[src/rtl/pb64_pkg.sv]
package pb64_pkg;

    typedef enum logic [1:0]
    {
        CLS_SPACE,
        CLS_SYMBOL,
        CLS_PAD,
        CLS_ILLEGAL
    } char_class_t;

    typedef struct packed
    {
        char_class_t cls;
        logic [5:0]  sym;
    } sym_info_t;

    localparam logic [7:0] ASCII_SPACE   = 8'h20;
    localparam logic [7:0] ASCII_PLUS    = 8'h2B;
    localparam logic [7:0] ASCII_SLASH   = 8'h2F;
    localparam logic [7:0] ASCII_ZERO    = 8'h30;
    localparam logic [7:0] ASCII_NINE    = 8'h39;
    localparam logic [7:0] ASCII_PAD     = 8'h3D;
    localparam logic [7:0] ASCII_UPPER_A = 8'h41;
    localparam logic [7:0] ASCII_UPPER_Z = 8'h5A;
    localparam logic [7:0] ASCII_LOWER_A = 8'h61;
    localparam logic [7:0] ASCII_LOWER_Z = 8'h7A;

    localparam logic [5:0] SYM_LOWER_BASE = 6'd26;
    localparam logic [5:0] SYM_DIGIT_BASE = 6'd52;
    localparam logic [5:0] SYM_PLUS       = 6'd62;
    localparam logic [5:0] SYM_SLASH      = 6'd63;

    localparam int         DONE_COUNT_BITS = 16;
    localparam logic [2:0] PEND_FULL       = 3'd6;
    localparam logic [2:0] BYTE_SPILL      = 3'd2;

endpackage

[src/rtl/pem_base64_body_decoder.sv]
// A result is registered and valid in the cycle after its input transaction is accepted.
// Throughput: one character per cycle; the single result register stalls the
// input only while a result is held and out_stall is high.
// Reset (rst_n low, asynchronous) clears the accumulator, pad and error flags,
// the byte counter and the result valid flag.
module pem_base64_body_decoder
#(
    parameter int COUNT_BITS = 16
)
(
    input  logic        clk,
    input  logic        rst_n,
    input  logic        in_valid,
    output logic        in_stall,
    input  logic [7:0]  in_char,
    input  logic        body_end,
    output logic        out_valid,
    input  logic        out_stall,
    output logic        byte_valid,
    output logic [7:0]  data_byte,
    output logic        decode_error,
    output logic        record_done,
    output logic [15:0] decoded_count
);
    import pb64_pkg::*;

    sym_info_t              info;
    logic                   accept_in;

    logic [5:0]             acc_reg;
    logic [5:0]             acc_next;
    logic [2:0]             pend_reg;
    logic [2:0]             pend_next;
    logic                   pad_reg;
    logic                   pad_next;
    logic                   err_reg;
    logic                   err_next;
    logic [COUNT_BITS-1:0]  cnt_reg;
    logic [COUNT_BITS-1:0]  cnt_next;
    logic [COUNT_BITS-1:0]  cnt_step;

    logic [11:0]            merged;
    logic [2:0]             pend_left;
    logic                   step_byte_valid;
    logic [7:0]             step_data_byte;
    logic [DONE_COUNT_BITS-1:0] count_sat;

    logic                   out_valid_reg;
    logic                   byte_valid_reg;
    logic [7:0]             data_byte_reg;
    logic                   decode_error_reg;
    logic                   record_done_reg;
    logic [15:0]            decoded_count_reg;

    pb64_char_map u_char_map
    (
        .ch   (in_char),
        .info (info)
    );

    assign in_stall  = out_valid_reg && out_stall;
    assign accept_in = in_valid && !in_stall;

    assign merged    = {acc_reg, info.sym};
    assign pend_left = pend_reg - BYTE_SPILL;

    always_comb
    begin
        acc_next        = acc_reg;
        pend_next       = pend_reg;
        pad_next        = pad_reg;
        err_next        = err_reg;
        cnt_step        = cnt_reg;
        step_byte_valid = 1'b0;
        step_data_byte  = '0;
        if (!err_reg && info.cls != CLS_SPACE)
        begin
            if (pad_reg)
            begin
                if (info.cls != CLS_PAD)
                begin
                    err_next = 1'b1;
                end
            end
            else
            begin
                case (info.cls)
                    CLS_PAD:
                    begin
                        pad_next = 1'b1;
                    end
                    CLS_SYMBOL:
                    begin
                        if (pend_reg == 3'd0)
                        begin
                            acc_next  = info.sym;
                            pend_next = PEND_FULL;
                        end
                        else
                        begin
                            acc_next        = merged[5:0];
                            pend_next       = pend_left;
                            step_byte_valid = 1'b1;
                            step_data_byte  = 8'(merged >> pend_left);
                            if (cnt_reg != {COUNT_BITS{1'b1}})
                            begin
                                cnt_step = cnt_reg + COUNT_BITS'(1);
                            end
                        end
                    end
                    default:
                    begin
                        err_next = 1'b1;
                    end
                endcase
            end
        end
        cnt_next = cnt_step;
    end

    generate
        if (COUNT_BITS > DONE_COUNT_BITS)
        begin : g_wide_count
            assign count_sat = (|cnt_step[COUNT_BITS-1:DONE_COUNT_BITS]) ?
                               {DONE_COUNT_BITS{1'b1}} : cnt_step[DONE_COUNT_BITS-1:0];
        end
        else
        begin : g_narrow_count
            assign count_sat = DONE_COUNT_BITS'(cnt_step);
        end
    endgenerate

    always_ff @(posedge clk or negedge rst_n)
    begin
        if (!rst_n)
        begin
            acc_reg  <= '0;
            pend_reg <= '0;
            pad_reg  <= 1'b0;
            err_reg  <= 1'b0;
            cnt_reg  <= '0;
        end
        else if (accept_in)
        begin
            if (body_end)
            begin
                acc_reg  <= '0;
                pend_reg <= '0;
                pad_reg  <= 1'b0;
                err_reg  <= 1'b0;
                cnt_reg  <= '0;
            end
            else
            begin
                acc_reg  <= acc_next;
                pend_reg <= pend_next;
                pad_reg  <= pad_next;
                err_reg  <= err_next;
                cnt_reg  <= cnt_next;
            end
        end
    end

    always_ff @(posedge clk or negedge rst_n)
    begin
        if (!rst_n)
        begin
            out_valid_reg <= 1'b0;
        end
        else if (accept_in)
        begin
            out_valid_reg <= 1'b1;
        end
        else if (!out_stall)
        begin
            out_valid_reg <= 1'b0;
        end
    end

    always_ff @(posedge clk)
    begin
        if (accept_in)
        begin
            byte_valid_reg    <= step_byte_valid;
            data_byte_reg     <= step_data_byte;
            decode_error_reg  <= err_next;
            record_done_reg   <= body_end;
            decoded_count_reg <= (body_end && !err_next) ? count_sat : '0;
        end
    end

    assign out_valid     = out_valid_reg;
    assign byte_valid    = byte_valid_reg;
    assign data_byte     = data_byte_reg;
    assign decode_error  = decode_error_reg;
    assign record_done   = record_done_reg;
    assign decoded_count = decoded_count_reg;

    a_pend_even: assert property (@(posedge clk) disable iff (!rst_n)
        !pend_reg[0] && pend_reg != 3'd7)
        else $error("pending bit count is not 0, 2, 4 or 6");

    a_end_clears: assert property (@(posedge clk) disable iff (!rst_n)
        (accept_in && body_end) |=>
            (pend_reg == 3'd0 && !pad_reg && !err_reg && cnt_reg == '0))
        else $error("record end did not clear decoder state");

    a_no_byte_on_error: assert property (@(posedge clk) disable iff (!rst_n)
        (out_valid && byte_valid) |-> !decode_error)
        else $error("byte emitted with error flag set");

    a_count_only_done: assert property (@(posedge clk) disable iff (!rst_n)
        (out_valid && !record_done) |-> (decoded_count == '0))
        else $error("byte count reported before record end");

    a_no_byte_after_pad: assert property (@(posedge clk) disable iff (!rst_n)
        (accept_in && pad_reg) |=> !byte_valid)
        else $error("byte emitted after padding");

endmodule

[src/rtl/pb64_char_map.sv]
module pb64_char_map
(
    input  logic [7:0]           ch,
    output pb64_pkg::sym_info_t  info
);
    import pb64_pkg::*;

    always_comb
    begin
        info.cls = CLS_ILLEGAL;
        info.sym = '0;
        case (ch) inside
            [8'h00:ASCII_SPACE]:
            begin
                info.cls = CLS_SPACE;
            end
            [ASCII_UPPER_A:ASCII_UPPER_Z]:
            begin
                info.cls = CLS_SYMBOL;
                info.sym = 6'(ch - ASCII_UPPER_A);
            end
            [ASCII_LOWER_A:ASCII_LOWER_Z]:
            begin
                info.cls = CLS_SYMBOL;
                info.sym = 6'(ch - ASCII_LOWER_A) + SYM_LOWER_BASE;
            end
            [ASCII_ZERO:ASCII_NINE]:
            begin
                info.cls = CLS_SYMBOL;
                info.sym = 6'(ch - ASCII_ZERO) + SYM_DIGIT_BASE;
            end
            ASCII_PLUS:
            begin
                info.cls = CLS_SYMBOL;
                info.sym = SYM_PLUS;
            end
            ASCII_SLASH:
            begin
                info.cls = CLS_SYMBOL;
                info.sym = SYM_SLASH;
            end
            ASCII_PAD:
            begin
                info.cls = CLS_PAD;
            end
            default:
            begin
                info.cls = CLS_ILLEGAL;
            end
        endcase
    end

endmodule

[config.mk]
export PLATFORM = sky130hd
export DESIGN_NAME = pem_base64_body_decoder
export DESIGN_NICKNAME = d
export VERILOG_FILES = /design/src/rtl/pb64_pkg.sv /design/src/rtl/pem_base64_body_decoder.sv /design/src/rtl/pb64_char_map.sv
export SDC_FILE = /design/constraint.sdc
export NUM_CORES = 1
export LEC_CHECK = 0
export BUFFER_PORTS_ARGS = -buffer_cell sky130_fd_sc_hd__buf_2
export CAP_MARGIN = 20
export CORE_UTILIZATION = 35
export DETAILED_ROUTE_END_ITERATION = 16
export PLACE_DENSITY_LB_ADDON = 0.3
export SYNTH_ARGS = -nofsm -noshare
export SYNTH_HDL_FRONTEND = slang
export SYNTH_SLANG_ARGS = --single-unit
[constraint.sdc]
create_clock -name clk -period 2.78 [get_ports clk]
set_input_delay 0.556 -clock clk [delete_from_list [all_inputs] [get_ports clk]]
set_output_delay 0.556 -clock clk [all_outputs]
set_load 0.05 [all_outputs]
==> summary.txt <==
Clocking
  – CTS buffer count: 5
  – Clock tree sinks: 54
  – Clock latency on the worst-skew pair: 310 ps
  – CTS tree: built
  – Bufs on Longest Clock Path: 2
  – Clock transition at path regs: 110 ps
  – Root Driver: clkbuf_8
  – H-tree lvl count: 2

Power
  – Sw Pwr: 1.026 mW
  – Clock network fraction of total power: 17.9%
  – Leak: 2.086 nW
  – Comb pwr share: 38.8%
  – P_int: 1.614 mW
  – Pwr Density: 544.8 nW/um^2
  – Maximum VDD drop: 247.3 uV
  – Final Power: 2.640 mW
  – Net Sw Frac: 38.88%
  – Sequential share of power: 43.3%

Floorplanning
  – Area of the core: 9729 sq um
  – Die H: 101.8 um
  – Die width: 101.8 um
  – Full die area: 10370 sq um
  – Ports: 42
  – Initial cell density of the core: 35.85%
  – Num rows: 36

Timing
  – Final worst-path cycle share: 121.7%
  – Slew Limit Headroom: 57.16%
  – Final Hold Viols: 0
  – Final slew viol count: 0
  – Post-route minimum period: 3382 ps
  – RSZ-0062 raised after global routing: yes
  – Worst setup slack after layout: -602.1 ps
  – Hold slack: 251.6 ps
  – Clock Skew: 13.90 ps
  – Worst-Margin Slew: 642.6 ps
  – F_max: 0.2957 GHz
  – Final setup violation count: 49

Routing
  – Initial DRC count: 169
  – Post-DRT Antenna Nets: 0
  – Vias per Instance: 5.119
  – Avg WL per Cell: 14.29 um
  – Drt total wl: 8.758 mm
  – Vias: 3138
  – Drt pass-1 iters: 4
  – Residual DRC count: 0

Final layout
  – Nets: 506
  – Layout cells sized above 1: 39.58%
  – Layout Cells excl Fill: 613
  – Ant diodes: 0
  – Fillers: 915
  – Final core utilization: 49.81%
  – Layout area overhead: 38.92%

Global routing
  – Gr ovfl total: 0
  – Pin count of the biggest net entering global routing: 36
  – First-pass GRT wire length: 14.70 mm
  – Vias in the first global route: 3034
  – Initial antenna violation count: 0
  – GRT Total Usage: 18.11%

Setup path
  – CP endpoint kind: flip-flop
  – Worst endpoint required time: 2860 ps
  – Max incr delay on CP: 480 ps
  – R2R setup slack: 410 ps
  – CP Cell Sequence: buf_4 -> ha_2 -> buf_4 -> o211ai_1 -> o21ai_1 -> nor3_2 -> nand2_1 -> ha_2 -> or4b_4 -> or2_4 -> a21oi_4 -> buf_6 -> buf_12 -> nand3_4 -> xor2_1 -> nor2_1
  – CP startpoint: in_char[2]
  – Startpoint Class: input port
  – Slowest CP cell: or4b_4
  – Setup CP Type: in2reg
  – Reg2reg start: pend_reg[1]$_DFFE_PN0P_
  – Crit path DAT: 3460 ps
  – Worst-path fanout max: 5

Synth
  – Post-synth ARST share: 50.00%
  – Seq/Total Area, Yosys: 42.61%
  – Post-synth cell types: 63
  – Post-synth EDFFs: 27
  – Synthesized instance count: 368
  – Count leader, synth: nor2_1
  – Seq cells post-synth: 54
  – Ys Warns: 0
  – Synth top area cells: edfxtp_1 23%, dfrtp_1 19%, ha_1 5.0%
  – Syn Area/Cell: 9.479 sq um
  – Yosys top cell by area: edfxtp_1
  – Commonest cells in the synthesized netlist: 44 x nor2_1, 37 x nand2_1, 27 x dfrtp_1, 27 x edfxtp_1, 18 x a21oi_1
  – Yosys top cell area share: 23.24%
  – Post-Syn Nets: 395
  – Top_reg_cell synth: edfxtp_1
  – Post-Syn Area: 3488 sq um

Placement
  – Post-DP HPWL: 6.286 mm
  – PortBufs: 41
  – Placed Cells incl. Taps: 588
  – Final GP Congestion: 0.8672

Run status
  – Failing checks: setup timing
  – Outcome: finished, violations left

Flow run
  – Max-cap violations: 0

Worst hold path
  – Worst min path class: in2async
[final cells by class]
type	count	area [sq um]	area share [%]
Clock buffer	6	82.58	1.704
Clock inverter	2	17.52	0.3615
Inverter	17	72.57	1.498
Multi-Input combinational cell	279	2133	44.02
Sequential cell	54	1486	30.67
Tap cell	133	166.4	3.434
Timing Repair Buffer	122	887.1	18.31
[repair_timing]
| item | CTS | global route |
|---|---|---|
| pin swaps | 18 | 4 |
| gates cloned | 1 | 0 |
| gates resized for setup | 33 | 10 |
| hold endpoints to repair | 0 | 0 |
| buffers inserted | 14 | 3 |
| hold buffers | 0 | 0 |
| endpoints found under the setup margin | 49 | 51 |
[power groups by stage]
| stage | registers [mW] | clock network (mW) | logic [mW] |
|---|---|---|---|
| 4_1_cts | 1.14 | 0.483 | 1.00 |
| 3_3_place_gp | 1.15 | 0 | 0.917 |
| 3_5_place_dp | 1.15 | 0 | 0.931 |
| 5_1_grt | 1.17 | 0.521 | 1.12 |
| 2_1_floorplan | 1.17 | 0 | 0.645 |
| 6_report | 1.14 | 0.471 | 1.03 |
[routing by layer]
metal  up-vias  track usage, %  wire length (um)
li1       1559               -                 -
met1      1462           24.06              3950
met2        96           29.94              4191
met3        21           2.736               398
met4         0           6.813               218
met5         -               0                 0
[cell families (layout without fill, tap and decap cells)]
family,Yosys count,count (layout),synth area share [%]
buffers and inverters,35,147,4.483
adders and majority gates,14,14,5.022
DFF,54,54,42.61
AOI/OAI and AO/OA,83,83,16.82
and+or+nand+nor,147,147,21.20
muxes,18,18,5.595
xor gates and xnor gates,17,17,4.268
[final timing paths]
path | to | depth (start not counted)
setup / recovery | decoded_count[9]$_SDFFCE_PN0P_ | 16
hold / removal | cnt_reg[14]$_DFFE_PN0P_ | 1
setup reg to reg | data_byte[0]$_SDFFCE_PP0P_ | 5
hold reg to reg | out_valid$_DFFE_PN0P_ | 2
max in group asynchronous | acc_reg[1]$_DFFE_PN0P_ | 1
min in group clk | out_valid$_DFFE_PN0P_ | 2
[layout by cell type, fill, tap and decap left out, drive strengths merged, types with 4 or more instances in the layout]
cell,synthesis,routed
or2,4,4
dfrtp,27,27
and3,6,6
xnor2,5,5
a21oi,19,19
inv,16,15
nand4,8,8
a21o,4,4
nand2,37,37
clkbuf,11,6
nand2b,5,5
nor2,44,44
a22oi,4,4
nand3,15,15
xor2,12,12
buf,7,122
ha,14,14
mux2i,15,15
nor2b,5,5
o21ai,25,25
nor3,8,8
and4,5,5
edfxtp,27,27
[critical path: cells and delay by family]
kind                     cells  cell delay [ps]
AND/OR/NAND/NOR              6             1300
AO/OA/AOI/OAI                3              540
buffers and inverters        4              500
adder cells (fa/ha/maj)      2              390
XOR/XNOR                     1              160
[metrics by stage]
stage	area, sq um	setup slack (ps)	setup TNS [ps]
after detailed placement	4414	-1064	-43280
after floorplan	3659	-808.8	-28290
after global routing	4846	-707.3	-25740
final	4846	-602.1	-20630
after CTS	4782	-547.3	-17630
after global placement	4414	-980.0	-38830
Power figures use the tool's default switching activity.
